$ cat src/rtl/ntwa_pkg.sv
package ntwa_pkg;

    // function codes carried in s_tuser
    localparam logic [1:0] FUNC_ADD    = 2'd0;
    localparam logic [1:0] FUNC_PRUNE  = 2'd1;
    localparam logic [1:0] FUNC_LOOKUP = 2'd2;

    // result status codes carried in m_tuser
    localparam logic [2:0] STS_OK       = 3'd0;
    localparam logic [2:0] STS_INSERTED = 3'd1;
    localparam logic [2:0] STS_REJECTED = 3'd2;
    localparam logic [2:0] STS_FULL     = 3'd3;
    localparam logic [2:0] STS_NOTFOUND = 3'd4;

    // configuration register indexes
    localparam logic REG_LOCAL_ID    = 1'b0;
    localparam logic REG_AGE_TIMEOUT = 1'b1;

    localparam logic [30:0] AGE_TIMEOUT_RESET = 31'd5000;

    localparam int IN_DATA_W   = 64;
    localparam int IN_USER_W   = 2;
    localparam int OUT_DATA_W  = 48;
    localparam int OUT_USER_W  = 3;

    typedef enum logic [1:0] {
        ST_IDLE,
        ST_SCAN,
        ST_APPLY,
        ST_RESP
    } state_t;

    typedef struct packed {
        logic capture;
        logic scan;
        logic apply;
        logic load_out;
    } ctrl_cmd_t;

    typedef struct packed {
        logic needs_scan;
        logic scan_last;
        logic out_free;
    } ctrl_sts_t;

endpackage

$ cat src/rtl/neighbor_table_with_aging_core.sv
// neighbor table with two-stage aging. keeps TABLE_DEPTH neighbor identifiers, each with an
// active mark and a last-seen time. s_tuser selects the function: add/refresh, prune pass or
// lookup. add, prune and a lookup of a nonzero identifier walk the table one entry per cycle
// through the single read port of the identifier and time memories; a rejected add, a lookup
// of zero and the unused function code skip the walk and go straight to the apply step. one
// item is worked on at a time; its result sits in an output register and the next item is
// taken while that result waits. per-entry valid flops clear the table at reset at once, so
// no clearing pass follows reset. configuration is to be written over the apb port only while
// idle; the block itself does not enforce this.
module neighbor_table_with_aging_core
#(
    parameter int TABLE_DEPTH = 16
)
(
    input  logic        clk,
    input  logic        rst_n,

    // input item transfer
    input  logic        s_tvalid,
    output logic        s_tready,
    input  logic [63:0] s_tdata,    // neighbor_id[31:0], timestamp[63:32]
    input  logic [1:0]  s_tuser,    // func[1:0]

    // result item transfer
    output logic        m_tvalid,
    input  logic        m_tready,
    output logic [47:0] m_tdata,    // slot[3:0], entry_active[4], seen_time[36:5],
                                    // known_count[41:37], live_count[46:42], zero[47]
    output logic [2:0]  m_tuser,    // status[2:0]

    // configuration
    input  logic        psel,
    input  logic        penable,
    input  logic        pwrite,
    input  logic [2:0]  paddr,
    input  logic [31:0] pwdata,
    output logic [31:0] prdata,
    output logic        pready
);

    logic [31:0] local_id_reg;
    logic [30:0] age_timeout_reg;
    logic        cfg_write;

    ntwa_pkg::ctrl_cmd_t cmd;
    ntwa_pkg::ctrl_sts_t sts;

    // registers at byte offsets 0 and 4, selected by paddr[2]
    assign pready    = 1'b1;
    assign cfg_write = psel && penable && pwrite && pready;

    always_ff @(posedge clk or negedge rst_n)
    begin
        if (!rst_n)
        begin
            local_id_reg    <= 32'd0;
            age_timeout_reg <= ntwa_pkg::AGE_TIMEOUT_RESET;
        end
        else if (cfg_write)
        begin
            case (paddr[2])
                ntwa_pkg::REG_LOCAL_ID:    local_id_reg    <= pwdata;
                ntwa_pkg::REG_AGE_TIMEOUT: age_timeout_reg <= pwdata[30:0];
                default:                   local_id_reg    <= local_id_reg;
            endcase
        end
    end

    always_comb
    begin
        case (paddr[2])
            ntwa_pkg::REG_LOCAL_ID:    prdata = local_id_reg;
            ntwa_pkg::REG_AGE_TIMEOUT: prdata = {1'b0, age_timeout_reg};
            default:                   prdata = 32'd0;
        endcase
    end

    // sequencer: idle, table walk, apply, result hand-off
    ntwa_ctrl u_ctrl
    (
        .clk      (clk),
        .rst_n    (rst_n),
        .s_tvalid (s_tvalid),
        .s_tready (s_tready),
        .sts      (sts),
        .cmd      (cmd)
    );

    // table memories, marks, counts, search and result registers
    ntwa_datapath
    #(
        .TABLE_DEPTH (TABLE_DEPTH)
    )
    u_datapath
    (
        .clk         (clk),
        .rst_n       (rst_n),
        .cmd         (cmd),
        .sts         (sts),
        .s_tdata     (s_tdata),
        .s_tuser     (s_tuser),
        .local_id    (local_id_reg),
        .age_timeout (age_timeout_reg),
        .m_tvalid    (m_tvalid),
        .m_tready    (m_tready),
        .m_tdata     (m_tdata),
        .m_tuser     (m_tuser)
    );

endmodule

$ cat src/rtl/ntwa_ctrl.sv
module ntwa_ctrl
(
    input  logic                  clk,
    input  logic                  rst_n,
    input  logic                  s_tvalid,
    output logic                  s_tready,
    input  ntwa_pkg::ctrl_sts_t   sts,
    output ntwa_pkg::ctrl_cmd_t   cmd
);

    ntwa_pkg::state_t state_reg;
    ntwa_pkg::state_t state_next;
    logic             accept;

    assign accept = s_tvalid && s_tready;

    always_ff @(posedge clk or negedge rst_n)
    begin
        if (!rst_n)
        begin
            state_reg <= ntwa_pkg::ST_IDLE;
        end
        else
        begin
            state_reg <= state_next;
        end
    end

    // next state
    always_comb
    begin
        state_next = state_reg;
        case (state_reg)
            ntwa_pkg::ST_IDLE:
            begin
                if (accept)
                begin
                    state_next = sts.needs_scan ? ntwa_pkg::ST_SCAN : ntwa_pkg::ST_APPLY;
                end
            end
            ntwa_pkg::ST_SCAN:
            begin
                if (sts.scan_last)
                begin
                    state_next = ntwa_pkg::ST_APPLY;
                end
            end
            ntwa_pkg::ST_APPLY:
            begin
                state_next = ntwa_pkg::ST_RESP;
            end
            ntwa_pkg::ST_RESP:
            begin
                if (sts.out_free)
                begin
                    state_next = ntwa_pkg::ST_IDLE;
                end
            end
            default:
            begin
                state_next = ntwa_pkg::ST_IDLE;
            end
        endcase
    end

    // outputs
    always_comb
    begin
        s_tready     = 1'b0;
        cmd.capture  = 1'b0;
        cmd.scan     = 1'b0;
        cmd.apply    = 1'b0;
        cmd.load_out = 1'b0;
        case (state_reg)
            ntwa_pkg::ST_IDLE:
            begin
                s_tready    = 1'b1;
                cmd.capture = s_tvalid;
            end
            ntwa_pkg::ST_SCAN:
            begin
                cmd.scan = 1'b1;
            end
            ntwa_pkg::ST_APPLY:
            begin
                cmd.apply = 1'b1;
            end
            ntwa_pkg::ST_RESP:
            begin
                cmd.load_out = sts.out_free;
            end
            default:
            begin
                s_tready = 1'b0;
            end
        endcase
    end

    // scan leaves only once the last entry has been evaluated
    a_scan_exit: assert property (@(posedge clk) disable iff (!rst_n)
        (state_reg == ntwa_pkg::ST_SCAN && state_next != ntwa_pkg::ST_SCAN) |-> sts.scan_last)
        else $error("scan left early");

    // an accepted item that needs no table walk goes straight to the apply step
    a_apply_follows: assert property (@(posedge clk) disable iff (!rst_n)
        (accept && !sts.needs_scan) |=> state_reg == ntwa_pkg::ST_APPLY)
        else $error("short item did not go to apply");

    // a result is only produced while no new item is taken
    a_no_overlap: assert property (@(posedge clk) disable iff (!rst_n)
        cmd.load_out |-> !s_tready)
        else $error("result load while accepting");

endmodule

$ cat src/rtl/ntwa_datapath.sv
module ntwa_datapath
#(
    parameter int TABLE_DEPTH = 16
)
(
    input  logic                              clk,
    input  logic                              rst_n,
    input  ntwa_pkg::ctrl_cmd_t               cmd,
    output ntwa_pkg::ctrl_sts_t               sts,
    input  logic [ntwa_pkg::IN_DATA_W-1:0]    s_tdata,
    input  logic [ntwa_pkg::IN_USER_W-1:0]    s_tuser,
    input  logic [31:0]                       local_id,
    input  logic [30:0]                       age_timeout,
    output logic                              m_tvalid,
    input  logic                              m_tready,
    output logic [ntwa_pkg::OUT_DATA_W-1:0]   m_tdata,
    output logic [ntwa_pkg::OUT_USER_W-1:0]   m_tuser
);

    localparam int AW   = (TABLE_DEPTH > 1) ? $clog2(TABLE_DEPTH) : 1;
    localparam int CNTW = AW + 1;
    localparam int CW   = $clog2(TABLE_DEPTH + 1);

    // captured item
    logic [1:0]  func_reg;
    logic [31:0] id_reg;
    logic [31:0] ts_reg;

    // table storage
    logic [31:0] ident_mem [TABLE_DEPTH];
    logic [31:0] seen_mem  [TABLE_DEPTH];
    logic [31:0] ident_q;
    logic [31:0] seen_q;
    logic [TABLE_DEPTH-1:0] valid_reg;
    logic [TABLE_DEPTH-1:0] live_reg;
    logic [CW-1:0] known_cnt_reg;
    logic [CW-1:0] live_cnt_reg;

    // walk
    logic [CNTW-1:0] cnt_reg;
    logic [AW-1:0]   rd_idx_reg;
    logic            rd_vld_reg;
    logic            issue;

    // search trackers
    logic            match_found_reg;
    logic [AW-1:0]   match_idx_reg;
    logic            empty_found_reg;
    logic [AW-1:0]   empty_idx_reg;
    logic [31:0]     hit_seen_reg;

    // result and output registers
    logic [2:0]  res_status_reg;
    logic [AW-1:0] res_slot_reg;
    logic        res_act_reg;
    logic [31:0] res_seen_reg;
    logic        out_valid_reg;
    logic [ntwa_pkg::OUT_DATA_W-1:0] out_data_reg;
    logic [ntwa_pkg::OUT_USER_W-1:0] out_user_reg;

    logic [1:0]  in_func;
    logic [31:0] in_id;
    logic        ent_valid;
    logic        ent_live;
    logic [31:0] ent_seen;
    logic [31:0] age;
    logic [31:0] twice;
    logic        is_match;
    logic        rejected;
    logic        do_deact;
    logic        do_wipe;
    logic [AW-1:0] wr_idx;
    logic        add_write;

    assign in_func = s_tuser;
    assign in_id   = s_tdata[31:0];

    always_comb
    begin
        sts.needs_scan = 1'b0;
        case (in_func)
            ntwa_pkg::FUNC_ADD:    sts.needs_scan = (in_id != 32'd0) && (in_id != local_id);
            ntwa_pkg::FUNC_PRUNE:  sts.needs_scan = 1'b1;
            ntwa_pkg::FUNC_LOOKUP: sts.needs_scan = (in_id != 32'd0);
            default:               sts.needs_scan = 1'b0;
        endcase
    end

    assign sts.scan_last = (cnt_reg == CNTW'(TABLE_DEPTH));
    assign sts.out_free  = !out_valid_reg || m_tready;
    assign issue         = cmd.scan && (cnt_reg < CNTW'(TABLE_DEPTH));

    always_ff @(posedge clk)
    begin
        if (cmd.capture)
        begin
            func_reg <= s_tuser;
            id_reg   <= s_tdata[31:0];
            ts_reg   <= s_tdata[63:32];
        end
    end

    always_ff @(posedge clk or negedge rst_n)
    begin
        if (!rst_n)
        begin
            cnt_reg    <= '0;
            rd_vld_reg <= 1'b0;
            rd_idx_reg <= '0;
        end
        else
        begin
            rd_vld_reg <= issue;
            rd_idx_reg <= cnt_reg[AW-1:0];
            if (cmd.capture)
            begin
                cnt_reg <= '0;
            end
            else if (issue)
            begin
                cnt_reg <= cnt_reg + CNTW'(1);
            end
        end
    end

    // entry under evaluation; invalid entries read as all zero
    assign ent_valid = valid_reg[rd_idx_reg];
    assign ent_live  = live_reg[rd_idx_reg];
    assign ent_seen  = ent_valid ? seen_q : 32'd0;
    assign age       = ts_reg - ent_seen;
    assign twice     = {age_timeout, 1'b0};
    assign is_match  = ent_valid && (ident_q == id_reg);
    assign do_deact  = rd_vld_reg && (func_reg == ntwa_pkg::FUNC_PRUNE) && ent_live
                       && (age > {1'b0, age_timeout});
    assign do_wipe   = rd_vld_reg && (func_reg == ntwa_pkg::FUNC_PRUNE) && !ent_live
                       && ent_valid && (age > twice);

    assign rejected  = (id_reg == 32'd0) || (id_reg == local_id);
    assign wr_idx    = match_found_reg ? match_idx_reg : empty_idx_reg;
    assign add_write = cmd.apply && (func_reg == ntwa_pkg::FUNC_ADD) && !rejected
                       && (match_found_reg || empty_found_reg);

    // single read port during the walk, one write port on apply
    always_ff @(posedge clk)
    begin
        if (issue)
        begin
            ident_q <= ident_mem[cnt_reg[AW-1:0]];
            seen_q  <= seen_mem[cnt_reg[AW-1:0]];
        end
        if (add_write)
        begin
            ident_mem[wr_idx] <= id_reg;
            seen_mem[wr_idx]  <= ts_reg;
        end
    end

    always_ff @(posedge clk or negedge rst_n)
    begin
        if (!rst_n)
        begin
            match_found_reg <= 1'b0;
            empty_found_reg <= 1'b0;
        end
        else if (cmd.capture)
        begin
            match_found_reg <= 1'b0;
            empty_found_reg <= 1'b0;
        end
        else if (rd_vld_reg)
        begin
            if (is_match && !match_found_reg)
            begin
                match_found_reg <= 1'b1;
            end
            if (!ent_valid && !empty_found_reg)
            begin
                empty_found_reg <= 1'b1;
            end
        end
    end

    always_ff @(posedge clk)
    begin
        if (rd_vld_reg && is_match && !match_found_reg)
        begin
            match_idx_reg <= rd_idx_reg;
            hit_seen_reg  <= seen_q;
        end
        if (rd_vld_reg && !ent_valid && !empty_found_reg)
        begin
            empty_idx_reg <= rd_idx_reg;
        end
    end

    // valid and active marks with running counts
    always_ff @(posedge clk or negedge rst_n)
    begin
        if (!rst_n)
        begin
            valid_reg     <= '0;
            live_reg      <= '0;
            known_cnt_reg <= '0;
            live_cnt_reg  <= '0;
        end
        else
        begin
            if (do_deact)
            begin
                live_reg[rd_idx_reg] <= 1'b0;
                live_cnt_reg         <= live_cnt_reg - CW'(1);
            end
            else if (do_wipe)
            begin
                valid_reg[rd_idx_reg] <= 1'b0;
                known_cnt_reg         <= known_cnt_reg - CW'(1);
            end
            if (add_write)
            begin
                live_reg[wr_idx] <= 1'b1;
                if (!live_reg[wr_idx])
                begin
                    live_cnt_reg <= live_cnt_reg + CW'(1);
                end
                if (!match_found_reg)
                begin
                    valid_reg[wr_idx] <= 1'b1;
                    known_cnt_reg     <= known_cnt_reg + CW'(1);
                end
            end
        end
    end

    always_ff @(posedge clk)
    begin
        if (cmd.apply)
        begin
            res_status_reg <= ntwa_pkg::STS_OK;
            res_slot_reg   <= '0;
            res_act_reg    <= 1'b0;
            res_seen_reg   <= 32'd0;
            case (func_reg)
                ntwa_pkg::FUNC_ADD:
                begin
                    if (rejected)
                    begin
                        res_status_reg <= ntwa_pkg::STS_REJECTED;
                    end
                    else if (match_found_reg)
                    begin
                        res_slot_reg <= match_idx_reg;
                    end
                    else if (empty_found_reg)
                    begin
                        res_status_reg <= ntwa_pkg::STS_INSERTED;
                        res_slot_reg   <= empty_idx_reg;
                    end
                    else
                    begin
                        res_status_reg <= ntwa_pkg::STS_FULL;
                    end
                end
                ntwa_pkg::FUNC_LOOKUP:
                begin
                    if (match_found_reg)
                    begin
                        res_slot_reg <= match_idx_reg;
                        res_act_reg  <= live_reg[match_idx_reg];
                        res_seen_reg <= hit_seen_reg;
                    end
                    else
                    begin
                        res_status_reg <= ntwa_pkg::STS_NOTFOUND;
                    end
                end
                default:
                begin
                    res_status_reg <= ntwa_pkg::STS_OK;
                end
            endcase
        end
    end

    always_ff @(posedge clk or negedge rst_n)
    begin
        if (!rst_n)
        begin
            out_valid_reg <= 1'b0;
        end
        else if (cmd.load_out)
        begin
            out_valid_reg <= 1'b1;
        end
        else if (m_tready)
        begin
            out_valid_reg <= 1'b0;
        end
    end

    always_ff @(posedge clk)
    begin
        if (cmd.load_out)
        begin
            out_user_reg <= res_status_reg;
            out_data_reg <= {1'b0, 5'(live_cnt_reg), 5'(known_cnt_reg), res_seen_reg,
                             res_act_reg, 4'(res_slot_reg)};
        end
    end

    assign m_tvalid = out_valid_reg;
    assign m_tdata  = out_data_reg;
    assign m_tuser  = out_user_reg;

    a_live_implies_valid: assert property (@(posedge clk) disable iff (!rst_n)
        (live_reg & ~valid_reg) == '0)
        else $error("active mark on an empty entry");

    a_known_count: assert property (@(posedge clk) disable iff (!rst_n)
        known_cnt_reg == CW'($countones(valid_reg)))
        else $error("known count out of step");

    a_live_count: assert property (@(posedge clk) disable iff (!rst_n)
        live_cnt_reg == CW'($countones(live_reg)))
        else $error("live count out of step");

    a_load_when_free: assert property (@(posedge clk) disable iff (!rst_n)
        cmd.load_out |-> (!out_valid_reg || m_tready))
        else $error("result overwritten before transfer");

endmodule

$ cat config.mk
export PLATFORM = sky130hd
export DESIGN_NAME = neighbor_table_with_aging_core
export DESIGN_NICKNAME = d
export VERILOG_FILES = /design/src/rtl/ntwa_pkg.sv /design/src/rtl/neighbor_table_with_aging_core.sv /design/src/rtl/ntwa_ctrl.sv /design/src/rtl/ntwa_datapath.sv
export SDC_FILE = /design/constraint.sdc
export NUM_CORES = 2
export LEC_CHECK = 0
export BUFFER_PORTS_ARGS = -buffer_cell sky130_fd_sc_hd__buf_2
export CORE_MARGIN = 4
export CORE_UTILIZATION = 50
export CTS_CLUSTER_DIAMETER = 200
export DETAILED_ROUTE_END_ITERATION = 6
export GPL_TIMING_DRIVEN = 0
export PLACE_DENSITY = 0.69
export SETUP_SLACK_MARGIN = 0.02
export SLEW_MARGIN = 20
export SYNTH_ARGS = -nofsm -noshare
export SYNTH_HDL_FRONTEND = slang
export SYNTH_SLANG_ARGS = --single-unit
$ cat constraint.sdc
create_clock -name clk -period 5.7 [get_ports clk]
set_clock_uncertainty 0.15 [all_clocks]
set_input_delay 0.57 -clock clk [delete_from_list [all_inputs] [get_ports clk]]
set_output_delay 0.57 -clock clk [all_outputs]
set_load 0.1 [all_outputs]
==> summary.txt <==
Pwr
  • Worst IR Drop VDD: 0.382 mV
  • Power Density: 323 nW/um^2
  • PnR Total Power: 21.8 mW
  • LEAKAGE: 23.2 nW

STA
  • Rel. slew slack: 0.141
  • Peak Freq: 0.152 GHz
  • PnR worst setup slack: -0.871 ns
  • Tmin final: 6.57 ns
  • Hold WS: 0.161 ns
  • RSZ-0062 raised after global routing: yes
  • Final worst path period share: 1.15
  • Worst slew pin tran: 1.29 ns
  • Slew Limit Fails: 0
  • Final setup fails: 42
  • Final Hold Vio Count: 0

Clock tree
  • Worst-path clk slew: 0.06 ns
  • CTS tree: yes
  • Clock Latency Late Sink: 0.76 ns
  • H-tree lvl count: 4
  • Sink Count: 1404
  • CTS Buffer Depth: 3
  • CTS root buffer: clkbuf_16
  • Total CTS buffers: 144

Critical path
  • Cell repeated most along the worst path: a21o_1
  • Crit-path slowest cell: mux4_2
  • Crit-path max cell delay: 0.53 ns
  • Critical Path Fanout Max: 7
  • Crit start category: register
  • Crit path DAT: 7.06 ns
  • CP required: 6.19 ns
  • CP Capture Type: register
  • Critical path class: register to register

Layout
  • Multi-input logic area: 15400 um^2
  • Fin util: 0.601
  • Reg area: 41600 um^2
  • Fill count: 7878
  • Non-filler cells, final: 4954
  • Final instance area: 67600 um^2
  • Ratio of cells with drive above 1 in the final layout: 0.317
  • Area Growth Syn to Fin: 19.2%
  • Fin nets: 3546

Drt
  • Total iterations of the first detailed-routing run: 5
  • Vias per inst: 6.31
  • Wire per inst: 32.6 um
  • DR iter-0 viols: 4407
  • Via count: 31300
  • Detailed Route WL: 162000 um
  • Post-route ant nets: 0
  • DRC Markers: 0

Global routing
  • Total Routing Usage GR: 0.273
  • First-pass GRT wire length: 227000 um
  • Vias in the first global route: 30900
  • Initial antenna violation count: 3
  • Largest net degree at the start of global routing: 78
  • Met2 Resource Use GR: 0.409
  • Total grt overflow: 0
  • Grt met3 use: 0.0705
  • Grt peak-use layer: met2
  • Met1 GRT Util: 0.406

Logic synthesis
  • Post-synth top area share: 0.680
  • Most common library cells after synthesis: edfxtp_1 (1284), mux4_2 (336), dfrtp_1 (115), ha_1 (104), mux2_2 (94)
  • Synth area leader: edfxtp_1
  • Cell Area, Synth: 56700 um^2
  • Unique masters post-synth: 74
  • Post-synthesis cell count: 2820
  • Sequential fraction of the synthesis area: 0.733
  • #FFs+latches synth: 1404
  • Syn avg cell area: 20.1 um^2
  • Syn nets: 3033
  • Dominant cells by area after synthesis: edfxtp_1 (68%), mux4_2 (13%), dfrtp_1 (5.1%)
  • Ys Warns: 0
  • Cell with the most instances after synthesis: edfxtp_1
  • Async SR Flop Fraction: 0.0855
  • EDFF count, synth: 1284
  • Main synth FF type: edfxtp_1

Die
  • Die Ht: 345 um
  • Initial Util: 0.504
  • Die width: 345 um
  • # IOs: 194
  • Die Area: 119000 um^2
  • FP Rows: 123
  • Core footprint: 112000 um^2

Job
  • Max-cap violations: 0

Placed design
  • Port-buffer cells: 188
  • Dpl cells: 4546
  • Dpl cell area: 60600 um^2
  • GP Congestion: 0.931
  • Detailed Place HPWL: 104000 um

Hold path
  • HP Class: input pin to asynchronous set/reset pin

Run status
  • Status: finished with violations
  • Violated checks: setup timing
-- report_power, final --
group | switching [mW] | internal, mW
Combinational | 0.895 | 0.402
Sequential | 0.205 | 11.2
Clock | 3.98 | 5.13
-- stage by stage --
| stage | worst slack (ns) | setup TNS [ns] |
|---|---|---|
| after CTS | -0.747 | -28.19 |
| after detailed placement | -1.92 | -73.17 |
| final | -0.871 | -31.31 |
| after global routing | -1.07 | -39.61 |
| after global placement | -5.42 | -2785.79 |
| after floorplan | 0.0225 | 0 |
-- per-layer routing --
layer / routed length [um] / share of wire
met1: 65000 / 0.40
met2: 73800 / 0.46
met3: 19000 / 0.12
met4: 3900 / 0.024
met5: 0 / 0
-- worst paths after layout --
kind / start / end / slack [ns] / cells past startpoint
setup / recovery: u_datapath.rd_idx_reg[2] / u_datapath.live_cnt_reg[2] / -0.87 / 29
hold / removal: rst_n / u_datapath.known_cnt_reg[0] / 0.16 / 2
setup reg to reg: u_datapath.rd_idx_reg[2] / u_datapath.live_cnt_reg[2] / -0.87 / 29
hold reg to reg: u_datapath.res_seen_reg[12] / u_datapath.m_tdata[17] / 0.26 / 0
max in group asynchronous: rst_n / age_timeout_reg[3] / 4.41 / 3
min in group clk: u_datapath.res_seen_reg[12] / u_datapath.m_tdata[17] / 0.26 / 0
-- critical path, delay by kind of cell, from the launching register on --
| family | cells | cell delay (ns) |
|---|---|---|
| flops | 1 | 0.37 |
| xor+xnor | 2 | 0.25 |
| buf+inv | 5 | 0.86 |
| compound gates | 11 | 2.04 |
| simple gates | 7 | 1.14 |
| mux | 2 | 1.06 |
| fa+ha+maj | 2 | 0.53 |
-- area by class of cell --
class | count | share of cell area
flip-flops and latches | 1404 | 0.615
multi-input cells | 1229 | 0.228
clock buffers | 176 | 0.0558
repair buffers | 369 | 0.0486
well taps | 1500 | 0.0278
clock inverters | 86 | 0.0115
plain buffers | 115 | 0.00848
inverters | 70 | 0.00485
diodes | 5 | 0.000185
-- kinds of logic (layout without fill, tap and decap cells) --
family                     Yosys count  in the layout  share of synthesized area
DFF                               1404           1404                      0.733
muxes                              440            440                      0.154
and+or+nand+nor                    327            327                     0.0299
AOI/OAI and AO/OA                  221            221                     0.0258
buffers and inverters              187            816                     0.0129
xor gates and xnor gates           134            134                     0.0208
adders and majority gates          105            105                     0.0233
other                                2              7                   0.000132
-- what timing repair did --
| action | 4_1_cts | 5_1_grt |
|---|---|---|
| pin swaps | 51 | 56 |
| setup endpoints to repair | 42 | 42 |
| setup buffers | 21 | 22 |
| hold buffers | 100 | 0 |
| resized for setup | 97 | 85 |
| gates cloned | 4 | 1 |
| endpoints found under the hold margin | 241 | 0 |
-- cells in the final DEF (no fill, tap or decap), types with 44 or more instances in the layout --
master / count
nand4_1: 44
mux2_2: 94
buf_2: 205
dfrtp_1: 114
inv_1: 55
clkbuf_16: 145
clkbuf_1: 89
xnor2_1: 76
xor2_1: 52
ha_1: 93
mux4_2: 336
dlygate4sd3_1: 100
edfxtp_1: 1284
nand2_1: 78
Power figures use the tool's default switching activity.
